$ cat src/memory_segment_table_lookup_top_assert.svh
// Assertion macros for the memory segment table lookup block.
// Included by the modules that carry assertions; no other dependencies.
`ifndef MEMORY_SEGMENT_TABLE_LOOKUP_TOP_ASSERT_SVH
`define MEMORY_SEGMENT_TABLE_LOOKUP_TOP_ASSERT_SVH

`ifndef SYNTHESIS
// same-cycle implication
`define MSTL_ASSERT_IMP(label, clk, rst_n, ante, cons) \
	label: assert property (@(posedge clk) disable iff (!rst_n) (ante) |-> (cons)) \
		else $error("mstl assertion failed");
// next-cycle implication
`define MSTL_ASSERT_NXT(label, clk, rst_n, ante, cons) \
	label: assert property (@(posedge clk) disable iff (!rst_n) (ante) |=> (cons)) \
		else $error("mstl assertion failed");
`else
`define MSTL_ASSERT_IMP(label, clk, rst_n, ante, cons)
`define MSTL_ASSERT_NXT(label, clk, rst_n, ante, cons)
`endif

`endif

$ cat src/mstl_pkg.sv
// Shared types, codes and sizes of the memory segment table lookup block.
// No dependencies; imported by every module of the block.
package mstl_pkg;

	// table geometry
	localparam int TABLE_ENTRIES = 8;
	localparam int IDX_W = (TABLE_ENTRIES > 1) ? $clog2(TABLE_ENTRIES) : 1;
	localparam int CNT_W = $clog2(TABLE_ENTRIES + 1);

	// field widths
	localparam int FUNC_W = 2;
	localparam int SLOT_W = 3;
	localparam int ADDR_W = 32;
	localparam int SIZE_W = 32;
	localparam int COUNT_W = 16;
	localparam int INDEX_W = 16;
	localparam int STATUS_W = 2;

	// quotient of a region lookup always fits the index width
	localparam int DIV_STEPS = INDEX_W;
	localparam int DIV_STEP_W = $clog2(DIV_STEPS);

	// configuration port
	localparam int CFG_DATA_W = 32;
	localparam int CFG_ADDR_W = 2;
	localparam int EIU_W = 4;
	localparam int REG_ENTRIES_IN_USE = 0;

	// function codes
	localparam logic [FUNC_W-1:0] FUNC_WRITE = 2'd0;
	localparam logic [FUNC_W-1:0] FUNC_ADDR = 2'd1;
	localparam logic [FUNC_W-1:0] FUNC_INDEX = 2'd2;

	// status codes
	localparam logic [STATUS_W-1:0] STATUS_FOUND = 2'd0;
	localparam logic [STATUS_W-1:0] STATUS_NOT_FOUND = 2'd1;
	localparam logic [STATUS_W-1:0] STATUS_WRITTEN = 2'd2;

	typedef struct packed {
		logic [FUNC_W-1:0] func;
		logic [SLOT_W-1:0] entry_slot;
		logic [ADDR_W-1:0] entry_start;
		logic [SIZE_W-1:0] entry_segment_size;
		logic [COUNT_W-1:0] entry_segment_count;
		logic [ADDR_W-1:0] query_address;
		logic [INDEX_W-1:0] wanted_index;
	} req_t;

	typedef struct packed {
		logic [STATUS_W-1:0] status;
		logic [ADDR_W-1:0] segment_address;
		logic [SIZE_W-1:0] segment_size;
		logic [INDEX_W-1:0] segment_index;
	} rsp_t;

	typedef struct packed {
		logic [ADDR_W-1:0] start;
		logic [SIZE_W-1:0] seg_size;
		logic [COUNT_W-1:0] seg_count;
	} entry_t;

	typedef struct packed {
		logic en;
		logic [IDX_W-1:0] addr;
		entry_t entry;
	} tbl_wr_t;

	typedef enum logic [1:0] {
		ALU_IDLE,
		ALU_MULADD,
		ALU_DIV_LOAD,
		ALU_DIV_STEP
	} alu_op_t;

	// muladd: addend + mcand * mplier; div load: dividend in addend;
	// div step: divisor in mcand
	typedef struct packed {
		alu_op_t op;
		logic [ADDR_W-1:0] addend;
		logic [SIZE_W-1:0] mcand;
		logic [INDEX_W-1:0] mplier;
	} alu_cmd_t;

	typedef struct packed {
		logic [ADDR_W-1:0] res;
		logic [INDEX_W-1:0] quo;
	} alu_out_t;

	typedef enum logic [2:0] {
		ST_IDLE,
		ST_FETCH,
		ST_BOUND,
		ST_CHECK,
		ST_DIVIDE,
		ST_LOCATE,
		ST_FINISH
	} ctrl_state_t;

endpackage

$ cat src/mstl_table.sv
// Region table storage: one write port and one registered read port.
// Depends on mstl_pkg.
module mstl_table import mstl_pkg::*; (
	input logic clk,
	input tbl_wr_t wr,
	input logic rd_en,
	input logic [IDX_W-1:0] rd_addr,
	output entry_t rd_entry
);

	entry_t mem [TABLE_ENTRIES];
	entry_t rd_q;

	// write port
	always_ff @(posedge clk) begin
		if (wr.en) begin
			mem[wr.addr] <= wr.entry;
		end
	end

	// registered read, held while not enabled
	always_ff @(posedge clk) begin
		if (rd_en) begin
			rd_q <= mem[rd_addr];
		end
	end

	assign rd_entry = rd_q;

endmodule

$ cat src/mstl_alu.sv
// Shared arithmetic unit: 32x16 multiply-add and restoring divide steps.
// Depends on mstl_pkg.
module mstl_alu import mstl_pkg::*; (
	input logic clk,
	input alu_cmd_t cmd,
	output alu_out_t result
);

	logic [ADDR_W-1:0] res_q;
	logic [SIZE_W-1:0] rem_q;
	logic [INDEX_W-1:0] dvd_q;
	logic [INDEX_W-1:0] quo_q;

	logic [SIZE_W+INDEX_W-1:0] prod;
	logic [SIZE_W:0] part;
	logic [SIZE_W:0] diff;
	logic ge;

	// product and one division step
	always_comb begin
		prod = (SIZE_W + INDEX_W)'(cmd.mcand) * (SIZE_W + INDEX_W)'(cmd.mplier);
		part = {rem_q, dvd_q[INDEX_W-1]};
		ge = part >= {1'b0, cmd.mcand};
		diff = part - {1'b0, cmd.mcand};
	end

	always_ff @(posedge clk) begin
		unique case (cmd.op)
			ALU_MULADD: begin
				res_q <= cmd.addend + prod[ADDR_W-1:0];
			end
			ALU_DIV_LOAD: begin
				rem_q <= SIZE_W'(cmd.addend[ADDR_W-1:INDEX_W]);
				dvd_q <= cmd.addend[INDEX_W-1:0];
				quo_q <= '0;
			end
			ALU_DIV_STEP: begin
				rem_q <= ge ? diff[SIZE_W-1:0] : part[SIZE_W-1:0];
				dvd_q <= {dvd_q[INDEX_W-2:0], 1'b0};
				quo_q <= {quo_q[INDEX_W-2:0], ge};
			end
			default: begin
			end
		endcase
	end

	assign result.res = res_q;
	assign result.quo = quo_q;

endmodule

$ cat src/mstl_ctrl.sv
// Sequencer of the lookup block: table walk, divide control and output register.
// Depends on mstl_pkg and memory_segment_table_lookup_top_assert.svh.
`include "memory_segment_table_lookup_top_assert.svh"

module mstl_ctrl import mstl_pkg::*; (
	input logic clk,
	input logic arst_n,
	input logic [EIU_W-1:0] entries_in_use,
	input logic req_valid,
	output logic req_stall,
	input req_t req_item,
	output logic rsp_valid,
	input logic rsp_stall,
	output rsp_t rsp_item,
	output tbl_wr_t tbl_wr,
	output logic tbl_rd_en,
	output logic [IDX_W-1:0] tbl_rd_addr,
	input entry_t tbl_rd_entry,
	output alu_cmd_t alu_cmd,
	input alu_out_t alu_out
);

	ctrl_state_t state_q, state_d;
	req_t req_q;
	logic [CNT_W-1:0] idx_q;
	logic [INDEX_W-1:0] base_q;
	logic [DIV_STEP_W-1:0] step_q;
	logic found_q;
	logic rsp_valid_q;
	rsp_t rsp_q;

	logic req_accept;
	logic [CNT_W-1:0] walk_len;
	logic [CNT_W-1:0] idx_next;
	logic walk_last;
	logic addr_hit;
	logic index_hit;
	logic walk_adv;
	logic hit_set;
	logic rsp_load;
	rsp_t rsp_d;

	// walk length clipped to the table size
	always_comb begin
		if (32'(entries_in_use) > TABLE_ENTRIES) begin
			walk_len = CNT_W'(TABLE_ENTRIES);
		end else begin
			walk_len = CNT_W'(entries_in_use);
		end
	end

	assign req_accept = req_valid && (state_q == ST_IDLE);
	assign req_stall = (state_q != ST_IDLE);
	assign idx_next = idx_q + CNT_W'(1);
	assign walk_last = (idx_next == walk_len);
	assign tbl_rd_addr = idx_q[IDX_W-1:0];

	// region membership and index range tests
	always_comb begin
		addr_hit = (req_q.query_address >= tbl_rd_entry.start)
			&& (req_q.query_address < alu_out.res)
			&& (tbl_rd_entry.seg_size != '0);
		index_hit = {1'b0, req_q.wanted_index}
			< ({1'b0, base_q} + {1'b0, tbl_rd_entry.seg_count});
	end

	// table write straight from the accepted transfer
	always_comb begin
		tbl_wr.en = req_accept && (req_item.func == FUNC_WRITE)
			&& (32'(req_item.entry_slot) < TABLE_ENTRIES);
		tbl_wr.addr = IDX_W'(req_item.entry_slot);
		tbl_wr.entry.start = req_item.entry_start;
		tbl_wr.entry.seg_size = req_item.entry_segment_size;
		tbl_wr.entry.seg_count = req_item.entry_segment_count;
	end

	// next state and unit commands
	always_comb begin
		state_d = state_q;
		tbl_rd_en = 1'b0;
		walk_adv = 1'b0;
		hit_set = 1'b0;
		rsp_load = 1'b0;
		alu_cmd.op = ALU_IDLE;
		alu_cmd.addend = tbl_rd_entry.start;
		alu_cmd.mcand = tbl_rd_entry.seg_size;
		alu_cmd.mplier = tbl_rd_entry.seg_count;
		unique case (state_q)
			ST_IDLE: begin
				if (req_valid) begin
					priority if (req_item.func == FUNC_WRITE) begin
						state_d = ST_FINISH;
					end else if ((req_item.func == FUNC_ADDR || req_item.func == FUNC_INDEX)
						&& walk_len != '0) begin
						state_d = ST_FETCH;
					end else begin
						state_d = ST_FINISH;
					end
				end
			end
			ST_FETCH: begin
				tbl_rd_en = 1'b1;
				state_d = ST_BOUND;
			end
			ST_BOUND: begin
				alu_cmd.op = ALU_MULADD;
				if (req_q.func == FUNC_ADDR) begin
					// region end
					state_d = ST_CHECK;
				end else begin
					// segment address for the index offset
					alu_cmd.mplier = req_q.wanted_index - base_q;
					if (index_hit) begin
						hit_set = 1'b1;
						state_d = ST_FINISH;
					end else begin
						walk_adv = 1'b1;
						state_d = walk_last ? ST_FINISH : ST_FETCH;
					end
				end
			end
			ST_CHECK: begin
				alu_cmd.op = ALU_DIV_LOAD;
				alu_cmd.addend = req_q.query_address - tbl_rd_entry.start;
				if (addr_hit) begin
					hit_set = 1'b1;
					state_d = ST_DIVIDE;
				end else begin
					walk_adv = 1'b1;
					state_d = walk_last ? ST_FINISH : ST_FETCH;
				end
			end
			ST_DIVIDE: begin
				alu_cmd.op = ALU_DIV_STEP;
				if (step_q == DIV_STEP_W'(DIV_STEPS - 1)) begin
					state_d = ST_LOCATE;
				end
			end
			ST_LOCATE: begin
				alu_cmd.op = ALU_MULADD;
				alu_cmd.mplier = alu_out.quo;
				state_d = ST_FINISH;
			end
			ST_FINISH: begin
				if (!rsp_valid_q || !rsp_stall) begin
					rsp_load = 1'b1;
					state_d = ST_IDLE;
				end
			end
			default: begin
				state_d = ST_IDLE;
			end
		endcase
	end

	// result fields
	always_comb begin
		rsp_d = '0;
		priority if (req_q.func == FUNC_WRITE) begin
			rsp_d.status = STATUS_WRITTEN;
		end else if (found_q) begin
			rsp_d.status = STATUS_FOUND;
			rsp_d.segment_address = alu_out.res;
			rsp_d.segment_size = tbl_rd_entry.seg_size;
			if (req_q.func == FUNC_ADDR) begin
				rsp_d.segment_index = base_q + alu_out.quo;
			end
		end else begin
			rsp_d.status = STATUS_NOT_FOUND;
		end
	end

	// state register
	always_ff @(posedge clk or negedge arst_n) begin
		if (!arst_n) begin
			state_q <= ST_IDLE;
		end else begin
			state_q <= state_d;
		end
	end

	// walk control
	always_ff @(posedge clk or negedge arst_n) begin
		if (!arst_n) begin
			idx_q <= '0;
			base_q <= '0;
			step_q <= '0;
			found_q <= 1'b0;
		end else begin
			if (req_accept) begin
				idx_q <= '0;
				base_q <= '0;
				step_q <= '0;
				found_q <= 1'b0;
			end else begin
				if (walk_adv) begin
					idx_q <= idx_next;
					base_q <= base_q + tbl_rd_entry.seg_count;
				end
				if (hit_set) begin
					found_q <= 1'b1;
				end
				if (state_q == ST_DIVIDE) begin
					step_q <= step_q + DIV_STEP_W'(1);
				end
			end
		end
	end

	// captured request
	always_ff @(posedge clk) begin
		if (req_accept) begin
			req_q <= req_item;
		end
	end

	// output register
	always_ff @(posedge clk or negedge arst_n) begin
		if (!arst_n) begin
			rsp_valid_q <= 1'b0;
		end else if (rsp_load) begin
			rsp_valid_q <= 1'b1;
		end else if (!rsp_stall) begin
			rsp_valid_q <= 1'b0;
		end
	end

	always_ff @(posedge clk) begin
		if (rsp_load) begin
			rsp_q <= rsp_d;
		end
	end

	assign rsp_valid = rsp_valid_q;
	assign rsp_item = rsp_q;

	// divider never runs on an empty region
	`MSTL_ASSERT_IMP(a_div_nonzero, clk, arst_n, state_q == ST_DIVIDE, tbl_rd_entry.seg_size != '0)
	// walk stays inside the entries in use
	`MSTL_ASSERT_IMP(a_walk_bound, clk, arst_n, state_q == ST_FETCH, idx_q < walk_len)
	// a loaded result is presented next cycle
	`MSTL_ASSERT_NXT(a_rsp_load, clk, arst_n, rsp_load, rsp_valid_q)
	// only lookups end as found
	`MSTL_ASSERT_IMP(a_found_lookup, clk, arst_n, state_q == ST_FINISH && found_q, req_q.func == FUNC_ADDR || req_q.func == FUNC_INDEX)

endmodule

$ cat src/memory_segment_table_lookup_top.sv
// Sequence for an accepted item: a write, an unused code or an empty walk goes straight to the
// finish state; an address lookup walks fetch, bound and check per entry and, on a match, runs a
// 16-step divide and a multiply-add; an index lookup walks fetch and bound per entry.
// One item is in work at a time on one shared multiply-add/divide-step unit; the next item is
// accepted from the edge after the result is loaded, and a stalled result holds the sequencer.
// Reset clears the sequencer, output valid and entries_in_use; table entries are unset.
// Top level of the memory segment table lookup block with its configuration register.
// Depends on mstl_pkg, mstl_table, mstl_alu and mstl_ctrl.
module memory_segment_table_lookup_top import mstl_pkg::*; (
	input logic clk,
	input logic arst_n,
	input logic req_valid,
	output logic req_stall,
	input req_t req_item,
	output logic rsp_valid,
	input logic rsp_stall,
	output rsp_t rsp_item,
	input logic psel,
	input logic penable,
	input logic pwrite,
	input logic [CFG_ADDR_W-1:0] paddr,
	input logic [CFG_DATA_W-1:0] pwdata,
	output logic [CFG_DATA_W-1:0] prdata,
	output logic pready
);

	localparam logic [CFG_ADDR_W-1:0] EIU_ADDR = CFG_ADDR_W'(4 * REG_ENTRIES_IN_USE);

	logic [EIU_W-1:0] eiu_q;
	tbl_wr_t tbl_wr;
	logic tbl_rd_en;
	logic [IDX_W-1:0] tbl_rd_addr;
	entry_t tbl_rd_entry;
	alu_cmd_t alu_cmd;
	alu_out_t alu_out;

	// configuration register transfer
	assign pready = 1'b1;

	always_ff @(posedge clk or negedge arst_n) begin
		if (!arst_n) begin
			eiu_q <= '0;
		end else if (psel && penable && pwrite && pready && paddr == EIU_ADDR) begin
			eiu_q <= pwdata[EIU_W-1:0];
		end
	end

	assign prdata = (paddr == EIU_ADDR) ? CFG_DATA_W'(eiu_q) : '0;

	mstl_table u_table (
		.clk(clk),
		.wr(tbl_wr),
		.rd_en(tbl_rd_en),
		.rd_addr(tbl_rd_addr),
		.rd_entry(tbl_rd_entry)
	);

	mstl_alu u_alu (
		.clk(clk),
		.cmd(alu_cmd),
		.result(alu_out)
	);

	mstl_ctrl u_ctrl (
		.clk(clk),
		.arst_n(arst_n),
		.entries_in_use(eiu_q),
		.req_valid(req_valid),
		.req_stall(req_stall),
		.req_item(req_item),
		.rsp_valid(rsp_valid),
		.rsp_stall(rsp_stall),
		.rsp_item(rsp_item),
		.tbl_wr(tbl_wr),
		.tbl_rd_en(tbl_rd_en),
		.tbl_rd_addr(tbl_rd_addr),
		.tbl_rd_entry(tbl_rd_entry),
		.alu_cmd(alu_cmd),
		.alu_out(alu_out)
	);

endmodule
$ cat config.mk
export PLATFORM = sky130hd
export DESIGN_NAME = memory_segment_table_lookup_top
export DESIGN_NICKNAME = d
export VERILOG_FILES = /design/src/mstl_pkg.sv /design/src/mstl_table.sv /design/src/mstl_alu.sv /design/src/mstl_ctrl.sv /design/src/memory_segment_table_lookup_top.sv
export VERILOG_INCLUDE_DIRS = /design/src /design/src/src
export SDC_FILE = /design/constraint.sdc
export NUM_CORES = 2
export LEC_CHECK = 0
export BUFFER_PORTS_ARGS = -buffer_cell sky130_fd_sc_hd__clkbuf_2
export CORE_MARGIN = 2
export CORE_UTILIZATION = 65
export DETAILED_ROUTE_END_ITERATION = 16
export PLACE_DENSITY = 0.95
export REMOVE_ABC_BUFFERS = 1
export SLEW_MARGIN = 5
export SYNTH_ARGS = -nofsm -noshare
export SYNTH_HDL_FRONTEND = slang
export SYNTH_HIERARCHICAL = 1
export SYNTH_SLANG_ARGS = --single-unit
$ cat constraint.sdc
create_clock -name clk -period 22.3 [get_ports clk]
set_input_delay 6.69 -clock clk [delete_from_list [all_inputs] [get_ports clk]]
set_output_delay 6.69 -clock clk [all_outputs]
set_load 0.05 [all_outputs]
==> results.env <==
POSTSYNTHREGISTERBITS=981
DIE-AREA_UM2=91100
CP_DATA_REQUIRED_TIME_NS=15.61
MAXSLEWVIOLCOUNT=0
POSTCTSRESIZEDCELLS=0
SYNTH_CELLS=4420
GROUTE.LAYER.MET1.USAGE_PCT=43.5
POST_SYNTHESIS_INSTANCE_AREA_UM2=57700
SYNTH_ENABLE_FLOP_CELLS=948
GLOBAL_ROUTE.USAGE.MET3_PCT=11.0
GRT_PASS1_WL_UM=237000
AVGVIACOUNTPERCELL=6.64
CLOCK_PATH_BUFFERS=3
FINAL_NETS=5274
FLOORPLAN.DIE.HEIGHT_UM=302
POST_CTS_BUFFERS=0
SYNTHESIS.AREA_PER_INSTANCE_UM2=13.0
END_KIND='output port'
HOLD_VIOL=0
DRIVE_GT1_SHARE_PCT=16.6
CORE.ROWCOUNT=109
RUN_STATUS='finished with violations'
HOLD-PATH-CELL-COUNT=2
FINALSETUPVIOLATIONS=0
ROUTED-VIA-COUNT=38500
SEQ_AREA_FRAC_SYNTH_PCT=50.8
CRIT_CHAIN='clkbuf_2, nor2_2, and2_2, clkbuf_2'
GLOBAL_ROUTE.USAGE.MET2_PCT=54.6
CTS_HOLD_BUFFERS=0
VIOLATIONS_IN_THE_FINAL_REPORTS='antenna rules'
GRT_SETUP_UNREPAIRED='no'
LAYOUT.FILLER_CELLS=5114
CORE_AREA_UM2=88100
CTS.ROOT.BUFFER_CELL='clkbuf_16'
INITIAL_ANTENNA_VIOLATION_COUNT=28
WORSTHOLDPATHTYPE='reg -> reg'
WORSTMARGINPINSLEW_NS=1.34
MULTI_INPUT_COMB_AREA_UM2=24500
GRT_START_MAX_NET_PINS=75
CTS_BUFFERS=96
DRTANTENNAVIOLNETS=1
CLOCK_INSERTION_DELAY_AT_THE_LATER_PIN_OF_THE_SKEW_REPORT_NS=0.68
BUFFER_PORTS.INSERTED=233
GR-USAGE-ALL-LAYERS_PCT=34.7
CRITICAL_PATH_ARRIVAL_NS=7.52
CP_COMMON_CELL='clkbuf_2'
HORIZONTAL_DIE_DIMENSION_UM=302
NETLIST-CELL-TYPE-COUNT=101
AREAGROWTHSYNTHTOFINISH_PCT=8.17
RELSLEWSLACK_PCT=10.6
AREA.SEQUENTIAL_UM2=29300
FINALWIRELENGTH_UM=156000
YOSYS_WARNINGS=6
AVGROUTEDWIREPERCELL_UM=26.9
WORSTPATHMAXFANOUT=5
DRC_VIOLS=0
TIMING_WORST_SETUP_PATH_TYPE='in -> out'
OVERFLOW=0
SETUP_TOTAL_NEGATIVE_SLACK_NS=0
POSTSYNTH.TOPFLOPCELL='edfxtp_1'
MAX_FREQ_MHz=70.4
DRT_PASS1_ITERATIONS=8
LAYOUT.CELLS.MOST_COMMON_LIST='edfxtp_1 (948), inv_1 (598), nand2_1 (436), fa_1 (339), clkbuf_2 (233)'
GRT-BUSIEST-LAYER='met2'
SKEW_NS=0.0262
CLOCK_SINKS=981
MAXCAPVIOLATIONS=0
CLK_TRANSITION_REPORTED_PATHS_NS=0.07
CLOCK_TREE_FROM_TRITONCTS='done'
FF2FF_PATH_DEPTH=25
SYNTH-ASYNC-RESET-RATIO_PCT=3.36
CP_SLOWEST_CELL='clkbuf_2'
FINALWORSTPATHREQUIREDPERIOD_NS=14.21
LAYOUT.CELLS.MOST_COMMON='edfxtp_1'
DRTITER0DRC=5322
FLOORPLAN.INITIALDENSITY_PCT=65.5
FIN_CRIT_SH_PCT=63.7
GRT_PASS1_VIAS=39400
CRIT_START_CATEGORY='input pin'
GP_CONGESTION=0.938
TIMING.CRITICAL_PATH.SLOWEST_CELL_DELAY_NS=0.27
CLOCK_TREE.HTREE_LEVEL_COUNT=3
IO_PINS=291
POST-DP-HPWL_UM=99300
==> area by class of cell <==
| type | instances | share of cell area [%] |
|---|---|---|
| Sequential cell | 981 | 47.0 |
| Clock buffer | 108 | 4.04 |
| Tap cell | 1165 | 2.34 |
| Clock inverter | 71 | 1.07 |
| Timing Repair Buffer | 296 | 2.63 |
| Antenna cell | 21 | 0.0843 |
| Inverter | 600 | 3.61 |
| Multi-Input combinational cell | 2559 | 39.2 |
==> path summary, 6_finish.rpt <==
check,startpoint,end,slack [ns]
max,paddr[1],prdata[3],8.09
min,u_alu/dvd_q[0]$_SDFFCE_PP0P_,u_alu/dvd_q[1]$_DFFE_PP_,0.52
max reg2reg,u_ctrl/state_q[2]$_DFFE_PN0P_,u_alu/res_q[31]$_DFFE_PN_,12.72
min reg2reg,u_alu/dvd_q[0]$_SDFFCE_PP0P_,u_alu/dvd_q[1]$_DFFE_PP_,0.52
max in group asynchronous,arst_n,u_ctrl/idx_q[0]$_DFFE_PN0P_,15.40
min in group asynchronous,arst_n,u_ctrl/base_q[15]$_DFFE_PN0P_,6.17
==> critical path: cells and delay by family <==
family                 cells  cell delay (ns)
buffers and inverters      2             0.36
and+or+nand+nor            2             0.46
==> routing by layer <==
metal	vias up	wire [µm]
met5	-	185
met4	28	9040
met3	796	20600
met2	3279	73000
met1	18800	53100
li1	15600	-
==> flip-flops by register name (all words and copies together), names as in the netlist <==
signal / cells
u_ctrl/found_q: 1
u_ctrl/idx_q: 4
u_ctrl/req_q: 50
u_ctrl/rsp_item: 82
u_table/rd_entry: 80
u_ctrl/rsp_valid: 1
u_ctrl/step_q: 4
u_alu/rem_q: 32
u_table/mem: 640
u_ctrl/base_q: 16
u_alu/quo_q: 16
u_alu/res_q: 32
u_ctrl/state_q: 3
eiu_q: 4
u_alu/dvd_q: 16
==> cell families after synthesis <==
kind of cell    Yosys count  share of synthesized area, %
compound gates          552                          6.36
xor+xnor                123                          1.87
fa+ha+maj               566                          16.7
buf+inv                 907                          7.12
flops                   981                          50.8
mux                     282                          8.56
other cells               2                        0.0130
simple gates           1007                          8.59
==> synthesized netlist by cell type (20+ instances only) <==
cell	count	area [µm²]
a211oi_1	31	233
a21o_1	43	323
a21oi_1	117	586
and2_1	204	1280
and3_1	31	194
buf_2	20	100
buf_4	147	1100
clkbuf_1	119	447
dfrtp_1	33	826
edfxtp_1	948	28500
fa_1	339	6790
ha_1	227	2840
inv_1	599	2250
mux2_2	87	980
mux2i_1	35	350
mux4_2	160	3600
nand2_1	437	1640
nand2b_1	22	138
nand3_1	49	245
nor2_1	101	379
nor2b_1	20	125
nor3_1	36	180
o211ai_1	21	158
o21ai_0	148	741
xnor2_1	79	692
xor2_1	44	385
==> metrics by stage <==
stage                     std cells  area, µm²  setup WS, ns  util, %  hold slack [ns]
after global routing           5793      62400          8.07     70.8            0.549
after global placement         5601      59100          8.25     67.1            0.488
after CTS                      5780      62300          8.13     70.7            0.516
final                          5801      62400          8.09     70.8            0.523
after floorplan                4140      55900          8.46        -            0.484
after detailed placement       5601      59100          8.17     67.1            0.500
Power is left out: the tool's default activity adds up to more than one toggle a clock period on the data nets, which glitch-free logic cannot reach.
